`src/hdl/jsi_pkg.sv`:
```
// ----------------------------------------------------------------------------
// jsi_pkg
// shared constants, result types and helpers of the json stream indenter
// ----------------------------------------------------------------------------
package jsi_pkg;

    // nesting limit and counter width
    localparam int DEPTH_W   = 7;
    localparam int MAX_DEPTH = 64;
    localparam logic [DEPTH_W-1:0] MAX_DEPTH_V = DEPTH_W'(MAX_DEPTH);

    // configuration port
    localparam int ADDR_W = 3;
    localparam int DATA_W = 32;
    localparam int WIDTH_W = 5;
    localparam logic [WIDTH_W-1:0] WIDTH_RESET = 5'd4;
    localparam logic [WIDTH_W-1:0] WIDTH_LIMIT = 5'd16;
    localparam logic [0:0] REG_INDENT_WIDTH = 1'b0;

    localparam int SPACE_W = 11;
    localparam int MAX_RESULTS = 4;
    localparam int COUNT_W = 3;

    // result kinds
    localparam logic [1:0] KIND_CHAR = 2'd0;
    localparam logic [1:0] KIND_LINE = 2'd1;
    localparam logic [1:0] KIND_OK   = 2'd2;
    localparam logic [1:0] KIND_ERR  = 2'd3;

    // characters
    localparam logic [7:0] CH_QUOTE  = 8'h22;
    localparam logic [7:0] CH_BSLASH = 8'h5C;
    localparam logic [7:0] CH_LBRACE = 8'h7B;
    localparam logic [7:0] CH_RBRACE = 8'h7D;
    localparam logic [7:0] CH_LBRACK = 8'h5B;
    localparam logic [7:0] CH_RBRACK = 8'h5D;
    localparam logic [7:0] CH_COMMA  = 8'h2C;
    localparam logic [7:0] CH_COLON  = 8'h3A;
    localparam logic [7:0] CH_SPACE  = 8'h20;
    localparam logic [7:0] CH_NEWLINE = 8'h0A;

    typedef struct packed {
        logic [1:0]         result_kind;
        logic [7:0]         out_byte;
        logic [SPACE_W-1:0] space_count;
        logic               run_end;
    } result_t;

    // all results caused by one input byte
    typedef struct packed {
        logic [COUNT_W-1:0]            count;
        result_t [MAX_RESULTS-1:0]     items;
    } batch_t;

    function automatic result_t make_char(input logic [7:0] ch);
        result_t r;
        r = '0;
        r.result_kind = KIND_CHAR;
        r.out_byte = ch;
        return r;
    endfunction

    function automatic result_t make_line(input logic [SPACE_W-1:0] sp);
        result_t r;
        r = '0;
        r.result_kind = KIND_LINE;
        r.space_count = sp;
        return r;
    endfunction

    function automatic result_t make_status(input logic [1:0] kind);
        result_t r;
        r = '0;
        r.result_kind = kind;
        return r;
    endfunction

endpackage

```
`src/hdl/jsi_if.sv`:
```
// ----------------------------------------------------------------------------
// jsi_if
// valid/ready stream interfaces for text bytes in and results out
// ----------------------------------------------------------------------------
interface jsi_in_if;
    logic       valid;
    logic       ready;
    logic [7:0] text_byte;
    logic       end_of_text;

    modport source (output valid, output text_byte, output end_of_text, input ready);
    modport sink (input valid, input text_byte, input end_of_text, output ready);
endinterface

interface jsi_out_if;
    logic        valid;
    logic        ready;
    logic [1:0]  result_kind;
    logic [7:0]  out_byte;
    logic [10:0] space_count;
    logic        run_end;

    modport source (
        output valid, output result_kind, output out_byte, output space_count,
        output run_end, input ready
    );
    modport sink (
        input valid, input result_kind, input out_byte, input space_count,
        input run_end, output ready
    );
endinterface

```
`src/hdl/jsi_cfg.sv`:
```
// ----------------------------------------------------------------------------
// jsi_cfg
// apb register slave holding the indent width
// ----------------------------------------------------------------------------
module jsi_cfg (
    input  logic                        clk,
    input  logic                        rst_n,
    input  logic                        psel,
    input  logic                        penable,
    input  logic                        pwrite,
    input  logic [jsi_pkg::ADDR_W-1:0]  paddr,
    input  logic [jsi_pkg::DATA_W-1:0]  pwdata,
    output logic [jsi_pkg::DATA_W-1:0]  prdata,
    output logic                        pready,
    output logic [jsi_pkg::WIDTH_W-1:0] indent_width
);
    import jsi_pkg::*;

    logic [WIDTH_W-1:0] width_reg;
    logic               hit;

    assign hit = (paddr[ADDR_W-1] == REG_INDENT_WIDTH);

    always_ff @(posedge clk or negedge rst_n)
    begin
        if (!rst_n)
        begin
            width_reg <= WIDTH_RESET;
        end
        else if (psel && penable && pwrite && hit)
        begin
            width_reg <= pwdata[WIDTH_W-1:0];
        end
    end

    assign pready = 1'b1;
    assign prdata = hit ? {{(DATA_W-WIDTH_W){1'b0}}, width_reg} : '0;
    assign indent_width = width_reg;

endmodule

```
`src/hdl/jsi_formatter.sv`:
```
// ----------------------------------------------------------------------------
// jsi_formatter
// input register, parser state and per-byte result generation
// ----------------------------------------------------------------------------
module jsi_formatter (
    input  logic                        clk,
    input  logic                        rst_n,
    jsi_in_if.sink                      in_ch,
    input  logic [jsi_pkg::WIDTH_W-1:0] indent_width,
    output jsi_pkg::batch_t             batch,
    output logic                        batch_valid,
    input  logic                        batch_ready
);
    import jsi_pkg::*;

    logic       hold_valid_reg;
    logic [7:0] hold_byte_reg;
    logic       hold_eot_reg;

    logic               awaiting_reg, awaiting_next;
    logic               in_string_reg, in_string_next;
    logic [7:0]         prev_reg, prev_next;
    logic [DEPTH_W-1:0] level_reg, level_next;
    logic [DEPTH_W-1:0] nest_reg, nest_next;
    logic [DEPTH_W-1:0] list_reg, list_next;
    logic               failed_reg, failed_next;

    logic                   accept_in;
    logic                   advance;
    logic [WIDTH_W-1:0]     w;
    logic [SPACE_W:0]       prod;
    logic [SPACE_W-1:0]     base_sp, up_sp, dn_sp;
    logic                   outside;
    logic                   err;
    logic [COUNT_W-1:0]     n;
    result_t [MAX_RESULTS-1:0] res;
    logic [7:0]             b;
    logic                   eot;

    assign in_ch.ready = !hold_valid_reg || batch_ready;
    assign accept_in   = in_ch.valid && in_ch.ready;
    assign advance     = hold_valid_reg && batch_ready;

    always_ff @(posedge clk or negedge rst_n)
    begin
        if (!rst_n)
        begin
            hold_valid_reg <= 1'b0;
        end
        else if (accept_in)
        begin
            hold_valid_reg <= 1'b1;
        end
        else if (advance)
        begin
            hold_valid_reg <= 1'b0;
        end
    end

    always_ff @(posedge clk)
    begin
        if (accept_in)
        begin
            hold_byte_reg <= in_ch.text_byte;
            hold_eot_reg  <= in_ch.end_of_text;
        end
    end

    always_ff @(posedge clk or negedge rst_n)
    begin
        if (!rst_n)
        begin
            awaiting_reg  <= 1'b1;
            in_string_reg <= 1'b0;
            prev_reg      <= '0;
            level_reg     <= DEPTH_W'(1);
            nest_reg      <= DEPTH_W'(1);
            list_reg      <= '0;
            failed_reg    <= 1'b0;
        end
        else if (advance)
        begin
            awaiting_reg  <= awaiting_next;
            in_string_reg <= in_string_next;
            prev_reg      <= prev_next;
            level_reg     <= level_next;
            nest_reg      <= nest_next;
            list_reg      <= list_next;
            failed_reg    <= failed_next;
        end
    end

    // indent spaces at the current level and one level up or down
    assign w       = (indent_width > WIDTH_LIMIT) ? WIDTH_LIMIT : indent_width;
    assign prod    = (SPACE_W+1)'(w) * (SPACE_W+1)'(level_reg);
    assign base_sp = prod[SPACE_W-1:0];
    assign up_sp   = base_sp + SPACE_W'(w);
    assign dn_sp   = base_sp - SPACE_W'(w);

    assign b       = hold_byte_reg;
    assign eot     = hold_eot_reg;
    assign outside = !in_string_reg;

    always_comb
    begin
        awaiting_next  = awaiting_reg;
        in_string_next = in_string_reg;
        prev_next      = prev_reg;
        level_next     = level_reg;
        nest_next      = nest_reg;
        list_next      = list_reg;
        failed_next    = failed_reg;
        err            = 1'b0;
        n              = '0;
        res            = '0;

        if (failed_reg)
        begin
            if (eot)
            begin
                awaiting_next  = 1'b1;
                in_string_next = 1'b0;
                prev_next      = '0;
                level_next     = DEPTH_W'(1);
                nest_next      = DEPTH_W'(1);
                list_next      = '0;
                failed_next    = 1'b0;
            end
            else
            begin
                prev_next = b;
            end
        end
        else
        begin
            if (awaiting_reg)
            begin
                awaiting_next = 1'b0;
                res[0] = make_char(b);
                res[1] = make_line(SPACE_W'(w));
                n = 3'd2;
            end
            else if (b == CH_QUOTE)
            begin
                if (prev_reg != CH_BSLASH)
                begin
                    in_string_next = !in_string_reg;
                end
                res[0] = make_char(b);
                n = 3'd1;
            end
            else if (b == CH_SPACE && outside)
            begin
                n = 3'd0;
            end
            else if (b == CH_LBRACE && outside && list_reg == '0)
            begin
                if (nest_reg >= MAX_DEPTH_V)
                begin
                    err = 1'b1;
                end
                else
                begin
                    nest_next  = nest_reg + DEPTH_W'(1);
                    level_next = level_reg + DEPTH_W'(1);
                    res[0] = make_line(base_sp);
                    res[1] = make_char(b);
                    res[2] = make_line(up_sp);
                    n = 3'd3;
                end
            end
            else if (b == CH_RBRACE && outside && list_reg == '0)
            begin
                if (level_reg == '0)
                begin
                    err = 1'b1;
                end
                else
                begin
                    nest_next  = nest_reg - DEPTH_W'(1);
                    level_next = level_reg - DEPTH_W'(1);
                    res[0] = make_line(dn_sp);
                    res[1] = make_char(b);
                    n = 3'd2;
                end
            end
            else if (b == CH_LBRACK && outside)
            begin
                if (nest_reg >= MAX_DEPTH_V)
                begin
                    err = 1'b1;
                end
                else
                begin
                    list_next = list_reg + DEPTH_W'(1);
                    nest_next = nest_reg + DEPTH_W'(1);
                    res[0] = make_char(b);
                    n = 3'd1;
                end
            end
            else if (b == CH_RBRACK && outside)
            begin
                if (list_reg == '0 || nest_reg == '0)
                begin
                    err = 1'b1;
                end
                else
                begin
                    list_next = list_reg - DEPTH_W'(1);
                    nest_next = nest_reg - DEPTH_W'(1);
                    res[0] = make_char(b);
                    n = 3'd1;
                end
            end
            else if (b == CH_COMMA && outside)
            begin
                res[0] = make_char(b);
                res[1] = make_char(CH_SPACE);
                if (list_reg == '0)
                begin
                    res[2] = make_line(base_sp);
                    n = 3'd3;
                end
                else
                begin
                    n = 3'd2;
                end
            end
            else if (b == CH_COLON && outside)
            begin
                res[0] = make_char(b);
                res[1] = make_char(CH_SPACE);
                n = 3'd2;
            end
            else
            begin
                res[0] = make_char(b);
                n = 3'd1;
            end

            prev_next = b;

            if (err)
            begin
                res = '0;
                res[0] = make_status(KIND_ERR);
                n = 3'd1;
                failed_next = 1'b1;
            end
            else if (eot)
            begin
                // closing status after the byte's own results
                res[n[1:0]] = make_status((nest_next == '0 && list_next == '0) ?
                                          KIND_OK : KIND_ERR);
                n = n + 3'd1;
            end

            if (eot)
            begin
                awaiting_next  = 1'b1;
                in_string_next = 1'b0;
                prev_next      = '0;
                level_next     = DEPTH_W'(1);
                nest_next      = DEPTH_W'(1);
                list_next      = '0;
                failed_next    = 1'b0;
            end
        end

        for (int i = 0; i < MAX_RESULTS; i++)
        begin
            res[i].run_end = (COUNT_W'(i) == n - 3'd1);
        end
    end

    assign batch_valid = hold_valid_reg;
    assign batch.count = n;
    assign batch.items = res;

endmodule

```
`src/hdl/jsi_emitter.sv`:
```
// ----------------------------------------------------------------------------
// jsi_emitter
// result buffer that hands out the results of one byte one per transaction
// ----------------------------------------------------------------------------
module jsi_emitter (
    input  logic            clk,
    input  logic            rst_n,
    input  jsi_pkg::batch_t batch,
    input  logic            batch_valid,
    output logic            batch_ready,
    jsi_out_if.source       out_ch
);
    import jsi_pkg::*;

    result_t    res_reg [MAX_RESULTS];
    logic       busy_reg;
    logic [1:0] idx_reg;
    result_t    cur;
    logic       load;
    logic       fire;

    assign cur         = res_reg[idx_reg];
    assign fire        = out_ch.valid && out_ch.ready;
    assign batch_ready = !busy_reg || (fire && cur.run_end);
    assign load        = batch_valid && batch_ready;

    always_ff @(posedge clk or negedge rst_n)
    begin
        if (!rst_n)
        begin
            busy_reg <= 1'b0;
            idx_reg  <= '0;
        end
        else if (load)
        begin
            busy_reg <= (batch.count != '0);
            idx_reg  <= '0;
        end
        else if (fire)
        begin
            busy_reg <= !cur.run_end;
            idx_reg  <= idx_reg + 2'd1;
        end
    end

    always_ff @(posedge clk)
    begin
        if (load)
        begin
            for (int i = 0; i < MAX_RESULTS; i++)
            begin
                res_reg[i] <= batch.items[i];
            end
        end
    end

    assign out_ch.valid       = busy_reg;
    assign out_ch.result_kind = cur.result_kind;
    assign out_ch.out_byte    = cur.out_byte;
    assign out_ch.space_count = cur.space_count;
    assign out_ch.run_end     = cur.run_end;

endmodule

```
`src/hdl/json_stream_indenter.sv`:
```
// ----------------------------------------------------------------------------
// json_stream_indenter
// path: a byte is held in the input register, then its results load into the
//   result buffer once it is free, which offers them on the output port
// throughput: one byte per cycle when each gives at most one result and the
//   output takes every result; a byte giving several results holds the input
//   until the result buffer has handed out its last one
// reset: asynchronous active low; parser state and indent width to defaults
// ----------------------------------------------------------------------------
module json_stream_indenter (
    input  logic                        clk,
    input  logic                        rst_n,
    jsi_in_if.sink                      in_ch,
    jsi_out_if.source                   out_ch,
    input  logic                        psel,
    input  logic                        penable,
    input  logic                        pwrite,
    input  logic [jsi_pkg::ADDR_W-1:0]  paddr,
    input  logic [jsi_pkg::DATA_W-1:0]  pwdata,
    output logic [jsi_pkg::DATA_W-1:0]  prdata,
    output logic                        pready
);
    import jsi_pkg::*;

    // indent width from the register slave, clamped inside the formatter
    logic [WIDTH_W-1:0] indent_width;

    // batch of up to four results for the byte in the input register
    batch_t batch;
    logic   batch_valid;
    logic   batch_ready;

    jsi_cfg u_cfg (
        .clk          (clk),
        .rst_n        (rst_n),
        .psel         (psel),
        .penable      (penable),
        .pwrite       (pwrite),
        .paddr        (paddr),
        .pwdata       (pwdata),
        .prdata       (prdata),
        .pready       (pready),
        .indent_width (indent_width)
    );

    // input register plus parser: state moves on when the buffer takes the batch
    jsi_formatter u_formatter (
        .clk          (clk),
        .rst_n        (rst_n),
        .in_ch        (in_ch),
        .indent_width (indent_width),
        .batch        (batch),
        .batch_valid  (batch_valid),
        .batch_ready  (batch_ready)
    );

    // result buffer: frees on the last result's transaction, so the next
    // batch loads in the same cycle and single results stream back to back
    jsi_emitter u_emitter (
        .clk          (clk),
        .rst_n        (rst_n),
        .batch        (batch),
        .batch_valid  (batch_valid),
        .batch_ready  (batch_ready),
        .out_ch       (out_ch)
    );

endmodule

```
`src/flat_wrapper.sv`:
```
// flat-port wrapper written by rule: the top's interface ports become plain ports
module json_stream_indenter_flat import jsi_pkg::*;
  (clk, rst_n, psel, penable, pwrite, paddr, pwdata, prdata, pready, in_ch_valid, in_ch_text_byte, in_ch_end_of_text, in_ch_ready, out_ch_valid, out_ch_result_kind, out_ch_out_byte, out_ch_space_count, out_ch_run_end, out_ch_ready);
  jsi_in_if in_ch_i ();
  jsi_out_if out_ch_i ();
  input  logic clk;
  input  logic rst_n;
  input  logic psel;
  input  logic penable;
  input  logic pwrite;
  input  logic [jsi_pkg::ADDR_W-1:0] paddr;
  input  logic [jsi_pkg::DATA_W-1:0] pwdata;
  output logic [jsi_pkg::DATA_W-1:0] prdata;
  output logic pready;
  input wire logic [$bits(in_ch_i.valid)-1:0] in_ch_valid;
  input wire logic [$bits(in_ch_i.text_byte)-1:0] in_ch_text_byte;
  input wire logic [$bits(in_ch_i.end_of_text)-1:0] in_ch_end_of_text;
  output wire logic [$bits(in_ch_i.ready)-1:0] in_ch_ready;
  output wire logic [$bits(out_ch_i.valid)-1:0] out_ch_valid;
  output wire logic [$bits(out_ch_i.result_kind)-1:0] out_ch_result_kind;
  output wire logic [$bits(out_ch_i.out_byte)-1:0] out_ch_out_byte;
  output wire logic [$bits(out_ch_i.space_count)-1:0] out_ch_space_count;
  output wire logic [$bits(out_ch_i.run_end)-1:0] out_ch_run_end;
  input wire logic [$bits(out_ch_i.ready)-1:0] out_ch_ready;
  assign in_ch_i.valid = in_ch_valid;
  assign in_ch_i.text_byte = in_ch_text_byte;
  assign in_ch_i.end_of_text = in_ch_end_of_text;
  assign in_ch_ready = in_ch_i.ready;
  assign out_ch_valid = out_ch_i.valid;
  assign out_ch_result_kind = out_ch_i.result_kind;
  assign out_ch_out_byte = out_ch_i.out_byte;
  assign out_ch_space_count = out_ch_i.space_count;
  assign out_ch_run_end = out_ch_i.run_end;
  assign out_ch_i.ready = out_ch_ready;
  json_stream_indenter u_core (.clk(clk), .rst_n(rst_n), .in_ch(in_ch_i), .out_ch(out_ch_i), .psel(psel), .penable(penable), .pwrite(pwrite), .paddr(paddr), .pwdata(pwdata), .prdata(prdata), .pready(pready));
endmodule
```
`config.mk`:
```
export PLATFORM = sky130hd
export DESIGN_NAME = json_stream_indenter_flat
export DESIGN_NICKNAME = d
export VERILOG_FILES = /design/src/hdl/jsi_pkg.sv /design/src/hdl/jsi_if.sv /design/src/hdl/jsi_cfg.sv /design/src/hdl/jsi_formatter.sv /design/src/hdl/jsi_emitter.sv /design/src/hdl/json_stream_indenter.sv /design/src/flat_wrapper.sv
export SDC_FILE = /design/constraint.sdc
export NUM_CORES = 1
export LEC_CHECK = 0
export ABC_AREA = 1
export BUFFER_PORTS_ARGS = -buffer_cell sky130_fd_sc_hd__buf_2
export CAP_MARGIN = 15
export CELL_PAD_IN_SITES_DETAIL_PLACEMENT = 0
export CELL_PAD_IN_SITES_GLOBAL_PLACEMENT = 1
export CORE_ASPECT_RATIO = 0.7
export CORE_MARGIN = 2
export CORE_UTILIZATION = 40
export CTS_BUF_LIST = sky130_fd_sc_hd__clkbuf_2
export DETAILED_ROUTE_END_ITERATION = 8
export GPL_ROUTABILITY_DRIVEN = 0
export PLACE_DENSITY = 0.82
export SETUP_SLACK_MARGIN = 0.5
export SLEW_MARGIN = 20
export SYNTH_ARGS = -nofsm -noshare
export SYNTH_HDL_FRONTEND = slang
export SYNTH_SLANG_ARGS = --single-unit
```
`constraint.sdc`:
```
create_clock -name clk -period 4.3 [get_ports clk]
set_clock_uncertainty 0.1 [all_clocks]
set_input_delay 0.43 -clock clk [delete_from_list [all_inputs] [get_ports clk]]
set_output_delay 0.43 -clock clk [all_outputs]
set_load 0.02 [all_outputs]
```
==> flow_summary.yaml <==
outcome:
  outcome: "finished, violations left"
  violations: "negative setup slack"
synthesis:
  yosys_warnings: 0
  async_flop_share: 0.390
  ys_seq_elements: 105
  synth-seq-area-share: 0.372
  syn_avg_cell_area_um2: 7.75
  postSynthCellCount: 1024
  ys_top_cells_by_area: "edfxtp_1, dfrtp_1, nand2_1"
  yosys.area.top_type: "edfxtp_1"
  synth_top_area_frac: 0.242
  synthFlopType: "edfxtp_1"
  synthesis.area_um2: 7940
  ys_types: 53
  synth_enable_flop_cells: 64
clock_tree:
  cts_buffer_depth: 2
  cts_buffers: 9
  path_clk_slew_ns: 0.29
  clock_sinks: 105
  clk-insertion-delay-late_ns: 0.63
  root_buffer: "clkbuf_2"
  cts_tree: "done"
  h-tree-depth: 3
timing:
  worst_pin_slew_ns: 0.671
  finalSetupViolCount: 12
  fin_crit_ns: 4.50
  max_freq_mhz: 222
  setup_slack_ns: -0.195
  rsz0062_at_grt: "yes"
  setup_tns_ns: -1.28
  finalMaxSlewViolations: 0
  period_share: 1.05
  slew_headroom: 0.547
  hold_viol: 0
floorplan:
  die_area_um2: 21000
  die_x_um: 172
  die_h_um: 122
  num_rows: 43
  start_util: 0.404
  io_pins: 108
  core_area_um2: 19600
setup_path:
  cp-start-kind: "register"
  cp.arrival_ns: 4.82
  end_kind: "register"
  cp.required_ns: 4.62
  worstSetupPathType: "reg -> reg"
  path_max_fanout: 4
layout:
  largest_reg_flops: 55
  drive_gt1_frac: 0.256
  area_growth_pct: 24.2
  nNetsFinal: 1272
route:
  drt-total-wl_mm: 21.5
  drt_iter0_markers: 681
  vias_per_cell: 5.00
  drt_first_pass_iters: 7
  vias: 7195
  wl_per_cell_um: 14.9
  ant_nets: 0
  route.detailed.drc: 0
global_route:
  grt_pass1_vias: 6238
  grt_pass1_wl_mm: 33.2
  track_usage: 0.204
  antenna_found_initial: 0
  grt-ovfl-total: 0
  grt_max_degree: 42
place:
  portBuffers: 50
  dp_hpwl_mm: 15.9
min_path:
  min_path_type: "in -> reg"
power_and_ir_drop:
  peakVddDrop_mv: 0.316
  leakage_nw: 4.60
  p_per_area_nw_per_um2: 704
  power_w: 0.00694
run:
  maxCapViolCount: 0
[cell usage in the layout, fill, tap and decap left out, drive strengths merged, types with 2 or more instances in the layout]
cell / instances
a211oi: 6
a21o: 2
a21oi: 51
a22oi: 3
a31oi: 2
buf: 135
clkbuf: 9
clkinv: 3
conb: 29
dfrtp: 37
dfstp: 4
dlygate4sd3: 18
edfxtp: 64
fa: 17
ha: 40
inv: 140
nand2: 212
nand3: 81
nand3b: 3
nand4: 18
nor2: 160
nor3: 25
nor4: 2
o211ai: 4
o21ai: 43
o22ai: 16
o311ai: 3
o31ai: 6
xnor2: 7
xor2: 20
[power by group]
part / leakage, nW / internal [W] / switching (W) / total, W
Clock: 0.0822 / 0.000151 / 0.000375 / 0.000527
Sequential: 1.15 / 0.00153 / 0.000203 / 0.00174
Combinational: 3.37 / 0.00185 / 0.00283 / 0.00468
Total: 4.60 / 0.00353 / 0.00341 / 0.00694
[final cells by class]
cell class | instances | area (um2)
fill | 1901 | 9780
multi-input combinational | 758 | 4790
sequential | 105 | 2950
timing repair buffer | 153 | 1120
inverter | 137 | 523
tap | 270 | 338
clock inverter | 7 | 86.3
clock buffer | 9 | 45.0
antenna | 1 | 2.50
[path summary, 6_finish.rpt]
| kind | cells after the start | end | startpoint | slack [ns] |
|---|---|---|---|---|
| min in group asynchronous | 3 | u_core.u_emitter.idx_reg[1] | rst_n | 0.22 |
| worst min register to register | 2 | u_core.u_formatter.prev_reg[5] | u_core.u_formatter.prev_reg[5] | 0.44 |
| worst max-delay path | 24 | u_core.u_emitter.res_reg[2][10] | u_core.u_cfg.indent_width[0] | -0.20 |
| max in group asynchronous | 3 | u_core.u_cfg.indent_width[2] | rst_n | 3.42 |
| worst max register to register | 24 | u_core.u_emitter.res_reg[2][10] | u_core.u_cfg.indent_width[0] | -0.20 |
| worst min-delay path | 3 | u_core.u_cfg.indent_width[2] | pwrite | 0.15 |
[synthesized netlist by cell type (2+ instances only)]
cell,instances
nand2_1,208
nor2_1,149
inv_1,122
nand3_1,76
edfxtp_1,64
a21oi_1,49
ha_1,40
dfrtp_1,37
o21ai_0,36
buf_4,28
nor3_1,20
xor2_1,20
nand4_1,18
clkbuf_1,17
fa_1,17
o22ai_1,16
inv_2,14
o21ai_1,7
xnor2_1,7
nor2_2,6
o31ai_1,6
buf_2,5
nor2_4,5
a211oi_1,4
dfstp_2,4
nand3_2,4
nor3_2,4
o211ai_1,4
a22oi_1,3
nand2_2,3
nand3b_1,3
a211oi_2,2
a21o_1,2
a31oi_1,2
conb_1,2
nor4_1,2
o311ai_0,2
[cell families (layout without fill, tap and decap cells)]
group / count (synthesis) / in the layout / synth area share
flip-flops: 105 / 105 / 0.372
other: 2 / 30 / 0.000946
XOR/XNOR: 27 / 27 / 0.0298
buffers and inverters: 188 / 306 / 0.104
AND/OR/NAND/NOR: 504 / 504 / 0.280
adder cells (fa/ha/maj): 57 / 57 / 0.106
AO/OA/AOI/OAI: 141 / 141 / 0.107
[worst max-delay path: stages (launching register included)]
cell and delay [ns]:
dfrtp_1 0.46, nor3_2 0.15, nand2_1 0.08, nand2_2 0.09, inv_2 0.05, nor2_4 0.18, inv_4 0.08, buf_12 0.13
nor2_4 0.09, ha_4 0.21, ha_4 0.26, inv_2 0.03, fa_2 0.49, fa_2 0.59, inv_2 0.05, ha_4 0.28
buf_6 0.12, nand2_2 0.05, inv_2 0.08, nand4_1 0.14, nand2_2 0.14, nand3_2 0.07, nand3b_1 0.18, o21ai_1 0.13
a21oi_1 0.06
[routing by layer]
metal / routed length [um] / GRT usage / vias to the layer above
li1: - / - / 3612
met3: 1060 / 0.0322 / 14
met2: 9000 / 0.283 / 197
met1: 11200 / 0.331 / 3372
met4: 207 / 0.0399 / 0
met5: 0 / 0 / -
[through the flow]
step / setup WS, ns / hold WS [ns] / area [um2] / instances / utilization
finish: -0.195 / 0.146 / 9860 / 1440 / 0.502
global route: -0.377 / 0.156 / 9850 / 1439 / 0.502
CTS: -0.131 / 0.0676 / 9450 / 1424 / 0.481
detailed placement: -0.193 / 0.388 / 8970 / 1380 / 0.457
global placement: -0.144 / 0.374 / 8970 / 1380 / 0.457
floorplan: 0.0426 / 0.0344 / 8230 / 1051 / -
[what timing repair did]
action                     4_1_cts  5_1_grt
hold buffers                    18        0
setup endpoints to repair       16       22
pin swaps                       27       44
buffers inserted                10       15
gates resized for setup         33       63
hold endpoints to repair        53        0
No activity file was read; power rests on OpenSTA's default activity.
